===== src/rtl/core/mvsd_pkg.sv =====
`default_nettype none

package mvsd_pkg;

  // Default sizes of the sample counter range and of the gap timers.
  localparam int unsigned MaxSamplesDef = 15;
  localparam int unsigned GapBitsDef    = 16;

  // Widths of the configuration fields and of the port.
  localparam int unsigned SampW     = 4;
  localparam int unsigned GapCfgW   = 16;
  localparam int unsigned ReadW     = 8;
  localparam int unsigned CfgIdxW   = 3;
  localparam int unsigned CfgDataW  = 16;

  // Configuration register indexes.
  typedef enum logic [CfgIdxW-1:0] {
    CfgSamplesPerRead   = 3'd0,
    CfgActiveMinSamples = 3'd1,
    CfgSampleGapTicks   = 3'd2,
    CfgReadGapTicks     = 3'd3,
    CfgStableReadsNeed  = 3'd4,
    CfgMaxReads         = 3'd5,
    CfgActiveLevel      = 3'd6
  } cfg_idx_e;

  // Register values after reset.
  localparam logic [SampW-1:0]   RstSamplesPerRead   = 4'd5;
  localparam logic [SampW-1:0]   RstActiveMinSamples = 4'd3;
  localparam logic [GapCfgW-1:0] RstSampleGapTicks   = 16'd10;
  localparam logic [GapCfgW-1:0] RstReadGapTicks     = 16'd10;
  localparam logic [ReadW-1:0]   RstStableReadsNeed  = 8'd3;
  localparam logic [ReadW-1:0]   RstMaxReads         = 8'd10;
  localparam logic               RstActiveLevel      = 1'b0;

endpackage

`default_nettype wire


===== src/rtl/core/majority_vote_stability_debouncer.sv =====
// Channel | Direction | Handshake              | Word
// in      | input     | in_valid_i/in_ready_o   | start_req_i, pin_level_i (one tick)
// out     | output    | out_valid_o/out_ready_i | qualified_level_o, data_value_o
// cfg     | input     | cfg_valid_i/cfg_ready_o | cfg_index_i, cfg_data_i
//
// One tick word is taken every cycle while in_ready_o is high; its whole update
// happens in the cycle that accepts it, and a finishing tick's result is registered.
// The result side has an output register plus one skid entry, so ticks keep
// flowing while one result waits; in_ready_o drops only when both are full.
// Reset (rst_ni low, asynchronous) returns to idle with default registers.
// Configuration writes are always ready and take effect on the next tick.
`default_nettype none

module majority_vote_stability_debouncer #(
  parameter int unsigned MAX_SAMPLES = mvsd_pkg::MaxSamplesDef,
  parameter int unsigned GAP_BITS    = mvsd_pkg::GapBitsDef
) (
  input  wire                             clk_i,
  input  wire                             rst_ni,
  input  wire                             in_valid_i,
  output logic                            in_ready_o,
  input  wire                             start_req_i,
  input  wire                             pin_level_i,
  output logic                            out_valid_o,
  input  wire                             out_ready_i,
  output logic                            qualified_level_o,
  output logic                            data_value_o,
  input  wire                             cfg_valid_i,
  output logic                            cfg_ready_o,
  input  wire  [mvsd_pkg::CfgIdxW-1:0]    cfg_index_i,
  input  wire  [mvsd_pkg::CfgDataW-1:0]   cfg_data_i
);

  import mvsd_pkg::*;

  typedef enum logic [1:0] {
    PhIdle,
    PhWaitSample,
    PhWaitRead
  } phase_e;

  localparam logic [SampW-1:0] SampSat = {SampW{1'b1}};
  localparam logic [SampW-1:0] MaxSamp =
    (MAX_SAMPLES > 15) ? SampSat : SampW'(MAX_SAMPLES);
  localparam logic [ReadW-1:0] RunSat  = {ReadW{1'b1}};

  // Gap value as loaded into the timer: low GAP_BITS bits, zero means one.
  function automatic logic [GAP_BITS-1:0] load_gap(input logic [GapCfgW-1:0] g);
    logic [31:0]         w;
    logic [GAP_BITS-1:0] v;
    w = 32'(g);
    v = w[GAP_BITS-1:0];
    return (v == '0) ? GAP_BITS'(1) : v;
  endfunction

  // Configuration registers.
  logic [SampW-1:0]   spr_q, ams_q;
  logic [GapCfgW-1:0] sgap_q, rgap_q;
  logic [ReadW-1:0]   srn_q, maxr_q;
  logic               act_q;

  assign cfg_ready_o = 1'b1;

  always_ff @(posedge clk_i or negedge rst_ni) begin
    if (!rst_ni) begin
      spr_q  <= RstSamplesPerRead;
      ams_q  <= RstActiveMinSamples;
      sgap_q <= RstSampleGapTicks;
      rgap_q <= RstReadGapTicks;
      srn_q  <= RstStableReadsNeed;
      maxr_q <= RstMaxReads;
      act_q  <= RstActiveLevel;
    end else if (cfg_valid_i) begin
      unique case (cfg_index_i)
        CfgSamplesPerRead:   spr_q  <= cfg_data_i[SampW-1:0];
        CfgActiveMinSamples: ams_q  <= cfg_data_i[SampW-1:0];
        CfgSampleGapTicks:   sgap_q <= cfg_data_i;
        CfgReadGapTicks:     rgap_q <= cfg_data_i;
        CfgStableReadsNeed:  srn_q  <= cfg_data_i[ReadW-1:0];
        CfgMaxReads:         maxr_q <= cfg_data_i[ReadW-1:0];
        CfgActiveLevel:      act_q  <= cfg_data_i[0];
        default: ;
      endcase
    end
  end

  // Qualification state.
  phase_e              phase_q, phase_d;
  logic [GAP_BITS-1:0] gc_q, gc_d;
  logic [SampW-1:0]    sidx_q, sidx_d, low_q, low_d;
  logic [ReadW-1:0]    ridx_q, ridx_d, run_q, run_d;
  logic                lv_q, lv_d;

  logic                in_fire, done;
  logic [SampW-1:0]    eff_samp, sidx_b, low_b, sidx_n, low_n;
  logic [ReadW-1:0]    ridx_b, run_b, ridx_n, run_inc;
  logic                lv_b, take, vote;
  logic [GAP_BITS-1:0] gc_dec;

  assign in_fire = in_valid_i & in_ready_o;

  // Effective samples per read: zero counts as one, clamped to the maximum.
  always_comb begin
    eff_samp = (spr_q == '0) ? SampW'(1) : spr_q;
    if (eff_samp > MaxSamp) eff_samp = MaxSamp;
  end

  // One tick of the sequencer: timer, sample, read completion and finish.
  always_comb begin
    phase_d = phase_q;
    gc_d    = gc_q;
    sidx_d  = sidx_q;
    low_d   = low_q;
    ridx_d  = ridx_q;
    run_d   = run_q;
    lv_d    = lv_q;
    done    = 1'b0;
    take    = 1'b0;
    sidx_b  = sidx_q;
    low_b   = low_q;
    ridx_b  = ridx_q;
    run_b   = run_q;
    lv_b    = lv_q;
    gc_dec  = (gc_q != '0) ? gc_q - GAP_BITS'(1) : '0;

    if (phase_q == PhIdle) begin
      if (start_req_i) begin
        take   = 1'b1;
        sidx_b = '0;
        low_b  = '0;
        ridx_b = '0;
        run_b  = '0;
        lv_b   = 1'b0;
      end
    end else begin
      gc_d = gc_dec;
      take = (gc_dec == '0);
    end

    low_n   = (!pin_level_i && low_b != SampSat) ? low_b + SampW'(1) : low_b;
    sidx_n  = sidx_b + SampW'(1);
    vote    = (low_n >= ams_q) ? 1'b0 : 1'b1;
    ridx_n  = ridx_b + ReadW'(1);
    run_inc = (run_b != RunSat) ? run_b + ReadW'(1) : run_b;

    if (take) begin
      ridx_d = ridx_b;
      run_d  = run_b;
      lv_d   = lv_b;
      if (sidx_n >= eff_samp) begin
        // The read is complete: vote and update the run of equal votes.
        ridx_d = ridx_n;
        if (ridx_n == ReadW'(1)) begin
          lv_d  = vote;
          run_d = ReadW'(1);
        end else if (vote == lv_b) begin
          run_d = run_inc;
          if (run_inc >= srn_q) done = 1'b1;
        end else begin
          lv_d  = vote;
          run_d = ReadW'(1);
        end
        if (ridx_n >= maxr_q) done = 1'b1;
        sidx_d = '0;
        low_d  = '0;
        if (done) begin
          phase_d = PhIdle;
          gc_d    = '0;
        end else begin
          phase_d = PhWaitRead;
          gc_d    = load_gap(rgap_q);
        end
      end else begin
        sidx_d  = sidx_n;
        low_d   = low_n;
        phase_d = PhWaitSample;
        gc_d    = load_gap(sgap_q);
      end
    end
  end

  always_ff @(posedge clk_i or negedge rst_ni) begin
    if (!rst_ni) begin
      phase_q <= PhIdle;
      gc_q    <= '0;
      sidx_q  <= '0;
      low_q   <= '0;
      ridx_q  <= '0;
      run_q   <= '0;
      lv_q    <= 1'b0;
    end else if (in_fire) begin
      phase_q <= phase_d;
      gc_q    <= gc_d;
      sidx_q  <= sidx_d;
      low_q   <= low_d;
      ridx_q  <= ridx_d;
      run_q   <= run_d;
      lv_q    <= lv_d;
    end
  end

  // Result register with one skid entry behind it.
  logic push, pop;
  logic out_vld_q, out_lvl_q, out_dat_q;
  logic skid_vld_q, skid_lvl_q, skid_dat_q;

  assign push       = in_fire & done;
  assign pop        = out_vld_q & out_ready_i;
  assign in_ready_o = ~skid_vld_q;

  always_ff @(posedge clk_i or negedge rst_ni) begin
    if (!rst_ni) begin
      out_vld_q  <= 1'b0;
      skid_vld_q <= 1'b0;
    end else if (skid_vld_q) begin
      if (pop) begin
        out_vld_q  <= 1'b1;
        skid_vld_q <= 1'b0;
      end
    end else if (!out_vld_q || pop) begin
      out_vld_q <= push;
    end else if (push) begin
      skid_vld_q <= 1'b1;
    end
  end

  always_ff @(posedge clk_i) begin
    if (skid_vld_q) begin
      if (pop) begin
        out_lvl_q <= skid_lvl_q;
        out_dat_q <= skid_dat_q;
      end
    end else if (!out_vld_q || pop) begin
      if (push) begin
        out_lvl_q <= lv_d;
        out_dat_q <= (lv_d == act_q);
      end
    end else if (push) begin
      skid_lvl_q <= lv_d;
      skid_dat_q <= (lv_d == act_q);
    end
  end

  assign out_valid_o       = out_vld_q;
  assign qualified_level_o = out_lvl_q;
  assign data_value_o      = out_dat_q;

endmodule

`default_nettype wire


===== config.mk =====
export PLATFORM = sky130hd
export DESIGN_NAME = majority_vote_stability_debouncer
export DESIGN_NICKNAME = d
export VERILOG_FILES = /design/src/rtl/core/mvsd_pkg.sv /design/src/rtl/core/majority_vote_stability_debouncer.sv
export SDC_FILE = /design/constraint.sdc
export NUM_CORES = 1
export LEC_CHECK = 0
export BUFFER_PORTS_ARGS = -buffer_cell sky130_fd_sc_hd__buf_4
export CAP_MARGIN = 20
export CORE_UTILIZATION = 48
export DETAILED_ROUTE_END_ITERATION = 12
export GPL_ROUTABILITY_DRIVEN = 0
export HOLD_SLACK_MARGIN = 0.06
export PLACE_DENSITY_LB_ADDON = 0.25
export SKIP_LAST_GASP = 1
export SYNTH_ARGS = -nofsm -noshare
export SYNTH_HDL_FRONTEND = slang
export SYNTH_SLANG_ARGS = --single-unit
export TNS_END_PERCENT = 1

===== constraint.sdc =====
create_clock -name clk_i -period 10.65 [get_ports clk_i]
set_input_delay 0.5325 -clock clk_i [delete_from_list [all_inputs] [get_ports clk_i]]
set_output_delay 0.5325 -clock clk_i [all_outputs]
set_load 0.02 [all_outputs]

* Word-level counts from Yosys, hierarchy flattened
Index checks and enable logic that the tools add are counted.
** Word-level totals
- Flip-flop bits (word level) :: 106
- Output and inout port bits :: 5
- Bits of input ports :: 26
- Word-level logic and storage cells :: 132
** Cells by class
- Reduce and logical (&&, ||, !) cells :: 25
- Mux-type cells :: 59
- Order comparisons :: 5
- Bitwise logic cells :: 5
- Equal/unequal tests :: 13
- Add/sub/neg operators :: 5
** Operators by type and width (count)
- $mux W16 :: 7
- $mux W8 :: 9
- $logic_not A16 Y1 :: 3
- $mux W4 :: 9
- $mux W1 :: 32
- $reduce_and A2 Y1 :: 10
- $add A8 B1 Y8 const B :: 2
- $ge A8 B8 Y1 :: 2
- $reduce_bool A16 Y1 :: 1
- $sub A16 B1 Y16 const B :: 1
- $eq A3 B3 Y1 const B :: 3
- $add A4 B1 Y4 const B :: 2
- $eq A8 B1 Y1 const B :: 1
- $ge A4 B4 Y1 :: 2
- $ne A8 B8 Y1 const B :: 1
- $eq A3 B2 Y1 const B :: 2
- $reduce_and A3 Y1 :: 2
- $gt A4 B4 Y1 const B :: 1
- $logic_not A4 Y1 :: 1
- $mux W2 :: 2
- $ne A2 B2 Y1 const B :: 2
- $ne A4 B4 Y1 const B :: 1
- $reduce_bool A2 Y1 :: 2
- $and A1 B1 Y1 :: 3
- other kinds (8) :: 11

* Logic depth before layout (Yosys ltp)
Gate-level depths: netlist (run 1).
- Depth after elaboration :: 19
- Mapped depth :: 19
- Depth with buffers taken out :: 17

* Worst setup path before layout (run 1)
Ideal clock, no wire load.
- Path type :: input port to flip-flop
- Start :: input start_req_i
- End :: register skid_dat_q, enable pin
- Arrival :: 4.268 ns
- Buffers on the path :: 1
- Library setup time :: 0.314 ns
- Stages on the path :: 13
- Path slack :: 6.068 ns
- Cells stage by stage :: or3b_1 clkbuf_1 and2_1 ha_1 a41oi_1 mux2_2 ha_1 a2111oi_0 nor3_1 a211oi_2 a21oi_1 or4_4 nor3b_2
** On the way
- Word-level cells in the longest chain between the ends :: 17
- Elaborated cells between the ends (all ways) :: 38
- Classes of those cells :: add/sub: 4; order compare: 4; eq/ne: 4; mux: 23; bitwise: 1; reduce/logical: 2
** Ends and longest elaborated chain
- start, declared :: line majority_vote_stability_debouncer.sv:22 : input wire start_req_i,
- branches (longest 14 deep; another with $add A8 B1 Y8)
- $mux W1 * :: line majority_vote_stability_debouncer.sv:146 : if (take) begin
- $and A1 B1 Y1 * :: line majority_vote_stability_debouncer.sv:207 : assign push = in_fire & done;
- $reduce_and A3 Y1 (no source line) *
- end signal, assigned :: line majority_vote_stability_debouncer.sv:240 : skid_dat_q <= (lv_d == act_q);
- end, declared :: line majority_vote_stability_debouncer.sv:205 : logic skid_vld_q, skid_lvl_q, skid_dat_q;
Every way passes the cells marked *. The select of a mux whose other input is x is not followed.
A chain may end at the register's enable or synchronous reset.

* Worst setup path in the final report (run 1)
- Start :: register phase_q[1]
- End :: register gc_q[12]
** On the way
- Word-level cells in the longest chain between the ends :: 16
- Elaborated cells between the ends (all ways) :: 34
- Classes of those cells :: add/sub: 4; order compare: 4; eq/ne: 5; mux: 18; reduce/logical: 3
** Ends and longest elaborated chain
- start, declared :: line majority_vote_stability_debouncer.sv:88 : phase_e phase_q, phase_d;
- start signal, assigned :: line majority_vote_stability_debouncer.sv:184 : phase_q <= PhIdle;
- start signal, assigned :: line majority_vote_stability_debouncer.sv:192 : phase_q <= phase_d;
- $logic_not A2 Y1 * :: line majority_vote_stability_debouncer.sv:126 : if (phase_q == PhIdle) begin
- branches (longest 15 deep; another with $add A8 B1 Y8)
- end signal, assigned :: line majority_vote_stability_debouncer.sv:193 : gc_q <= gc_d;
- end, declared :: line majority_vote_stability_debouncer.sv:89 : logic [GAP_BITS-1:0] gc_q, gc_d;
Marked as above.

==> impl_results.md, run 1 <==
* Final hold vios at 0
* PwrDens at 148 mW/mm^2
* 1st-iter DRT viols at between 300 and 400
* Antenna Cells at 0
* Later-pin clock latency in the skew report at 0.36 ns
* Vias in the first global route at between 4k and 5k
* Post-detail-place hpwl at 11500 um
* Largest stage delay on the critical path at 0.81 ns
* Synth async-reset ratio at 0.962
* PnR worst setup slack at about 5.3 ns
* Total CTS buffers at 9
* Routing usage on met2 at 0.376
* # H-tree levels at 3
* Cell Count, Final, Fillers Out at 834
* Distinct cells, synth at 75
* Post-route ant nets at 0
* Worst Path Required at 10.91 ns
* RSZ-0062 raised after global routing: no
* Met3 usage at 0.0448
* Post-CTS Setup Bufs at 0
* Routed WL at 16000 um
* Worst Path Buf+Inv at 1
* Dpl ws at 5.18 ns
* Levels on crit path at 13
* Startpoint types: flop
* GRT Total Usage at 0.249
* Class of the worst hold path: in -> async
* Die H at 117 um
* Fin nets at 713
* FP Rows at 41
* R2R depth at 13
* Reg-to-reg startpoint: phase_q[1]$_DFFE_PN0P_
* Worst-Margin Slew at 1.21 ns
* Peak Freq at 185 MHz
* Initial Utilization at 0.498
* Top_reg_cell synth: dfrtp_1
* CTS Hold Bufs at 0
* Final Power at 1.04 mW
* Crit path time final at between 5 and 6 ns
* Mapped Nets at 694
* Crit Path Max Fanout at 23
* Fillers at 1150
* Slew Limit Fails at 0
* Total gr overflow at 0
* Mapped Cells at 638
* Core area at 0.0127 mm^2
* Clock sink count at 106
* Post-CTS resize count at 0
* Crit-path slowest cell: a211oi_2
* Max cap viols at 0
* Crit Path Class: reg -> reg
* Clock root buffer master: clkbuf_16
* Vias per cell at about 6.2
* CP top delay family: compound AO/OA/AOI/OAI gates
* Largest net degree at the start of global routing at 79
* Number of antenna violations at the first check in global routing at 0
* Setup violators final at 0
* Period utilization at 0.506
* Buffers added on ports at 29
* Final core occ at 0.553
* Worst Path Arrival at about 5.7 ns
* Clock buffer depth at 2
* M1 GR Usage at 0.360
* # IOs at 31
* DR vias at slightly above 5k
* Sequential-to-total area share from yosys stat at 0.424
* Reg-to-reg slack, setup at 5.26 ns
* Max Clock Skew at 0.00937 ns
* Max_slew headroom at 0.169
* Worst reg2reg endpoint: gc_q[12]$_DFFE_PN0P_
* Worst path cell trace: or3b_1 -> and2_1 -> ha_1 -> a41oi_1 -> mux2_2 -> ha_1 -> a2111oi_0 -> o21a_1 -> a211oi_2 -> buf_4 -> a211oi_2 -> a221oi_1 -> o31ai_1
* Run status: finished, final reports clean
* Pleak at 3.05 nW
* Max VDD drop at 0.137 mV
* TNS Setup at 0 ns
* First drt pass iteration count at 4
* First-pass GRT wire length at 25800 um
* Area grow syn2layout at 11.1%
* Share of cells above drive strength 1 at 0.208
* Number of flops mapped to enable cells by yosys at 4
* Netlist Area Pre-Place at 0.00634 mm^2
* Warnings, synthesis at 0
* TritonCTS clock tree: done
* Chip width at 117 um
* GR peak layer: met2
* Placed cells at a little over 800
* Clock slew at reported path FFs at 0.08 ns
* Post-route DRC at 0
* Synth Register Bits at 106
* Die area at 0.0137 mm^2
* Syn_area_per_cell at 9.93 um^2
* CP Capture Type: flop
* Routed len/inst at ~19 um
registers in the layout, indices dropped and copies added, names as in the netlist, 2 cells and up:
signal	count
phase_q	2
sgap_q	16
srn_q	8
spr_q	4
low_q	4
maxr_q	8
rgap_q	16
sidx_q	4
run_q	8
ams_q	4
gc_q	16
ridx_q	8
metrics by stage:
step	hold slack, ns	cell area (um^2)
after floorplan	0.237	6340
after CTS	0.0777	7040
after global placement	0.458	6700
final	0.0779	7040
after global routing	0.0957	7040
after detailed placement	0.462	6710
Yosys cell counts (3+ instances only):
library cell	number	area (um^2)
and3_1	6	37.5
buf_2	5	25.0
a21oi_1	11	55.1
nor3_1	14	70.1
o31ai_1	6	45.0
edfxtp_1	4	120
nand4b_1	4	35.0
nand2b_1	6	37.5
a221o_1	4	40.0
mux2i_1	12	120
a31o_2	4	35.0
nand4_1	14	87.6
xor2_1	10	87.6
a22oi_1	6	45.0
dfstp_2	12	315
a31oi_1	5	31.3
a41oi_1	3	26.3
nand3_1	9	45.0
o21ai_0	55	275
xnor2_1	10	87.6
mux2_2	48	541
nor3b_1	3	22.5
inv_1	37	139
a22o_1	4	35.0
clkbuf_1	21	78.8
a21o_1	7	52.6
dfrtp_1	90	2250
and2_1	7	43.8
a221oi_1	3	26.3
o221ai_1	5	43.8
o21a_1	4	30.0
buf_4	3	22.5
ha_1	30	375
a2111oi_0	3	26.3
a211oi_1	6	45.0
or3_1	5	31.3
o211ai_1	3	22.5
nor2_1	27	101
nor4_1	13	81.3
nand2_1	71	267
layer usage:
layer  vias to the layer above  share of wire
met3                        18          0.061
met5                         -              0
met1                      2559           0.47
met4                         0          0.016
met2                       171           0.45
li1                       2392              -
cells in the final DEF (no fill, tap or decap), types with 5 or more instances in the layout:
cell type and n:
dfrtp_1 90, nand2_1 71, o21ai_0 55, mux2_2 48
inv_1 37, buf_4 37, ha_1 30, nor2_1 27
nand4_1 14, nor3_1 14, nor4_1 13, mux2i_1 12
dfstp_2 12, a21oi_1 11, xor2_1 10, xnor2_1 10
nand3_1 9, clkbuf_16 9, and2_1 7, a21o_1 7
nand2b_1 6, and3_1 6, a211oi_1 6, a22oi_1 6
a31oi_1 5, or3_1 5, o221ai_1 5, o31ai_1 5
worst max-delay path by stage:
stage,end,startpoint
after floorplan,skid_dat_q$_DFFE_PP_,start_req_i
after global placement,gc_q[12]$_DFFE_PN0P_,start_req_i
after detailed placement,gc_q[12]$_DFFE_PN0P_,start_req_i
after CTS,gc_q[12]$_DFFE_PN0P_,phase_q[1]$_DFFE_PN0P_
after global routing,gc_q[12]$_DFFE_PN0P_,phase_q[1]$_DFFE_PN0P_
final,gc_q[12]$_DFFE_PN0P_,phase_q[1]$_DFFE_PN0P_
cell families after synthesis:
| logic type | share of synthesized area |
|---|---|
| mux | 0.104 |
| xor+xnor | 0.0276 |
| simple gates | 0.172 |
| buf+inv | 0.0442 |
| other cells | 0.000592 |
| compound gates | 0.168 |
| fa+ha+maj | 0.0592 |
| flops | 0.424 |
final cells by class:
| class | instances | area, um^2 | share of cell area |
|---|---|---|---|
| timing repair buffer | 39 | 294 | 0.0418 |
| inverter | 37 | 139 | 0.0197 |
| clock inverter | 7 | 100 | 0.0142 |
| multi-input combinational | 464 | 3380 | 0.480 |
| tap | 172 | 215 | 0.0306 |
| sequential | 106 | 2690 | 0.382 |
| clock buffer | 9 | 225 | 0.0320 |
where the power goes:
part | internal, mW | total (mW) | switching, mW
combinational | 0.0787 | 0.180 | 0.101
sequential | 0.461 | 0.503 | 0.0420
clock | 0.192 | 0.361 | 0.169
No activity file was read; power rests on OpenSTA's default activity.
==> run 2: changes to the inputs <==
clock period = 5.1 ns   (was 10.65 ns; I/O delays follow)
==> run 2 against run 1 <==
  * Combinational power grew 110%
  * Sequential share of layout area is 0.22 points lower
  * Design area rose by 0.59%
  * Sequential power rose by 110%
  * Maximum frequency increased by 16%
  * Critical path type unchanged
  * Critical endpoint is now gc_q[8]$_DFFE_PN0P_
  * Wire length rose by 1.3%
  * Die area did not move
  * Utilization increased by 0.32 points
==> impl_results.md, run 2 (same netlist as run 1, synthesis figures left out) <==
* Setup violators final at 0 (unchanged)
* Biggest regs: gc_q: 16 flops, rgap_q: 16 flops, sgap_q: 16 flops (unchanged)
* Post-CTS Setup Bufs at 0 (unchanged)
* Vias per cell at 6.18 (was 6.16)
* Clock sink count at 106 (unchanged)
* TNS Setup at 0 ns (unchanged)
* Post-route DRC at 0 (unchanged)
* Max VDD drop at 0.206 mV (was 0.137 mV)
* Final core occ at 0.557 (was 0.553)
* Worst-Margin Slew at 1.02 ns (was 1.21 ns)
* Final Power at 2.15 mW (was 1.04 mW)
* Max cap viols at 0 (unchanged)
* Hold Crit Depth at 3
* Area grow syn2layout at 11.7% (was 11.1%)
* Commonest non-fill, non-tap cell in the layout: dfrtp_1 (unchanged)
* Clk pwr share at 0.333 (was 0.346)
* Sw Ratio at 0.309 (was 0.300)
* Die H at 117 um (unchanged)
* Dpl ws at 0.300 ns (was 5.18 ns)
* Number of antenna violations at the first check in global routing at 0 (unchanged)
* Post-route ant nets at 0 (unchanged)
* Reg power frac at 0.488 (was 0.481)
* Hold WS at 0.117 ns (was 0.0779 ns)
* Core area at 0.0127 mm^2 (unchanged)
* Cell Count, Final, Fillers Out at 838 (was 834)
* Peak Freq at 215 MHz (was 185 MHz)
* RSZ-0062 raised after global routing: no (unchanged)
* Buffers added on ports at 29 (unchanged)
* Later-pin clock latency in the skew report at 0.36 ns (about the same)
* Initial Utilization at 0.498 (unchanged)
* First-pass GRT wire length at 26200 um (was 25800 um)
* TritonCTS clock tree: done (unchanged)
* FP Rows at 41 (unchanged)
* Clock slew at reported path FFs at 0.08 ns (about the same)
* Total CTS buffers at 9 (unchanged)
* Share of cells above drive strength 1 at 0.212 (was 0.208)
* Routed len/inst at 19.3 um (was 19.2 um)
* Antenna Cells at 0 (unchanged)
* Largest net degree at the start of global routing at 54 (was 79)
* PnR worst setup slack at 0.455 ns (was 5.26 ns)
* Placed cells at 820 (was 817)
* Placed Area at 0.00673 mm^2 (was 0.00671 mm^2)
* # IOs at 31 (unchanged)
* CP Capture Type: flop (unchanged)
* Cell area after layout at 0.00708 mm^2 (was 0.00704 mm^2)
* P_sw at 664 uW (was 313 uW)
* Run status: finished, final reports clean (unchanged)
* PwrDens at 304 mW/mm^2 (was 148 mW/mm^2)
* Final hold vios at 0 (unchanged)
* Cell Int Power at 1.49 mW (was 731 uW)
* 1st-iter DRT viols at 466 (was 393)
* # H-tree levels at 3 (unchanged)
* Reg-to-reg startpoint: phase_q[1]$_DFFE_PN0P_ (unchanged)
* Class of the worst hold path: in -> reg (was in -> async)
* Total gr overflow at 0 (unchanged)
* DR vias at 5181 (was 5140)
* Fin nets at 717 (was 713)
* Max Clock Skew at 0.0100 ns (was 0.00937 ns)
* Worst Path Required at 5.37 ns (was 10.91 ns)
* Crit Path Class: reg -> reg (unchanged)
* Crit path time final at 4.65 ns (was 5.39 ns)
* Worst reg2reg endpoint: gc_q[8]$_DFFE_PN0P_ (was gc_q[12]$_DFFE_PN0P_)
* Most frequent cells in the layout: dfrtp_1 (90), nand2_1 (71), o21ai_0 (55) (unchanged)
* Worst hold start: cfg_data_i[15]
* Slew Limit Fails at 0 (unchanged)
* Max_slew headroom at 0.319 (was 0.169)
* GRT Total Usage at 0.255 (was 0.249)
* Vias in the first global route at 4945 (was 4920)
* Post-detail-place hpwl at 11500 um (about the same)
* Crit Path Max Fanout at 19 (was 23)
* Combinational power share at 0.179 (was 0.173)
* Pleak at 3.06 nW (was 3.05 nW)
* WHS Endpoint: sgap_q[15]$_DFFE_PN0P_
* Reg-to-reg slack, setup at 0.45 ns (was 5.26 ns)
* Clock buffer depth at 2 (unchanged)
* Chip width at 117 um (unchanged)
* R2R depth at 17 (was 13)
* Routed WL at 16200 um (was 16000 um)
* Period utilization at 0.911 (was 0.506)
* Worst Path Arrival at 4.91 ns (was 5.65 ns)
* Clock root buffer master: clkbuf_16 (unchanged)
* First drt pass iteration count at 5 (was 4)
* Die area at 0.0137 mm^2 (unchanged)
* Startpoint types: flop (unchanged)
run 2: area by class of cell:
cell class              instances  area, um^2
fillers                      1128        5640
multi-input cells             464        3390
flip-flops and latches        106        2690
repair buffers                 43         345
clock buffers                   9         225
well taps                     172         215
inverters                      37         139
clock inverters                 7        81.3
run 2: power groups by stage:
stage                     Clock [mW]  Combinational [mW]  Sequential (mW)
after floorplan                    0               0.258             1.02
after global placement             0               0.361             1.06
after detailed placement           0               0.375             1.06
after CTS                      0.729               0.378             1.05
after global routing           0.762               0.426             1.06
final                          0.716               0.385             1.05
run 2: per-layer routing:
| layer | part of all wire | GRT usage | wire length (um) |
|---|---|---|---|
| met5 | 0 | 0 | 0 |
| met4 | 0.021 | 0.0970 | 340 |
| met3 | 0.056 | 0.0366 | 914 |
| met2 | 0.45 | 0.389 | 7360 |
| met1 | 0.47 | 0.369 | 7580 |
run 2: how the worst max path moves through the flow:
| stage | cells after the start | end | from |
|---|---|---|---|
| final | 17 | gc_q[8]$_DFFE_PN0P_ | phase_q[1]$_DFFE_PN0P_ |
| after CTS | 14 | gc_q[8]$_DFFE_PN0P_ | phase_q[1]$_DFFE_PN0P_ |
| after global placement | 14 | gc_q[8]$_DFFE_PN0P_ | phase_q[1]$_DFFE_PN0P_ |
| after floorplan | 13 | skid_dat_q$_DFFE_PP_ | phase_q[1]$_DFFE_PN0P_ |
| after detailed placement | 14 | gc_q[8]$_DFFE_PN0P_ | phase_q[1]$_DFFE_PN0P_ |
| after global routing | 16 | gc_q[8]$_DFFE_PN0P_ | phase_q[1]$_DFFE_PN0P_ |
run 2: worst max-delay path: stages, from the launching register on:
cell      delay (ns)
dfrtp_1         0.46
or3b_1          0.47
buf_4           0.24
and2_1          0.19
ha_1            0.22
and4_1          0.24
nand4_1         0.24
nand2_1         0.12
xor2_1          0.23
ha_1            0.29
a21o_1          0.18
a211oi_1        0.21
o21ai_0         0.12
a21o_1          0.29
a211oi_4        0.45
buf_4           0.22
a22oi_1         0.09
a221oi_1        0.28
run 2: repair_timing:
action,4_1_cts,5_1_grt
resized for setup,0,2
hold buffers,1,0
endpoints found under the setup margin,0,16
hold endpoints to repair,42,0
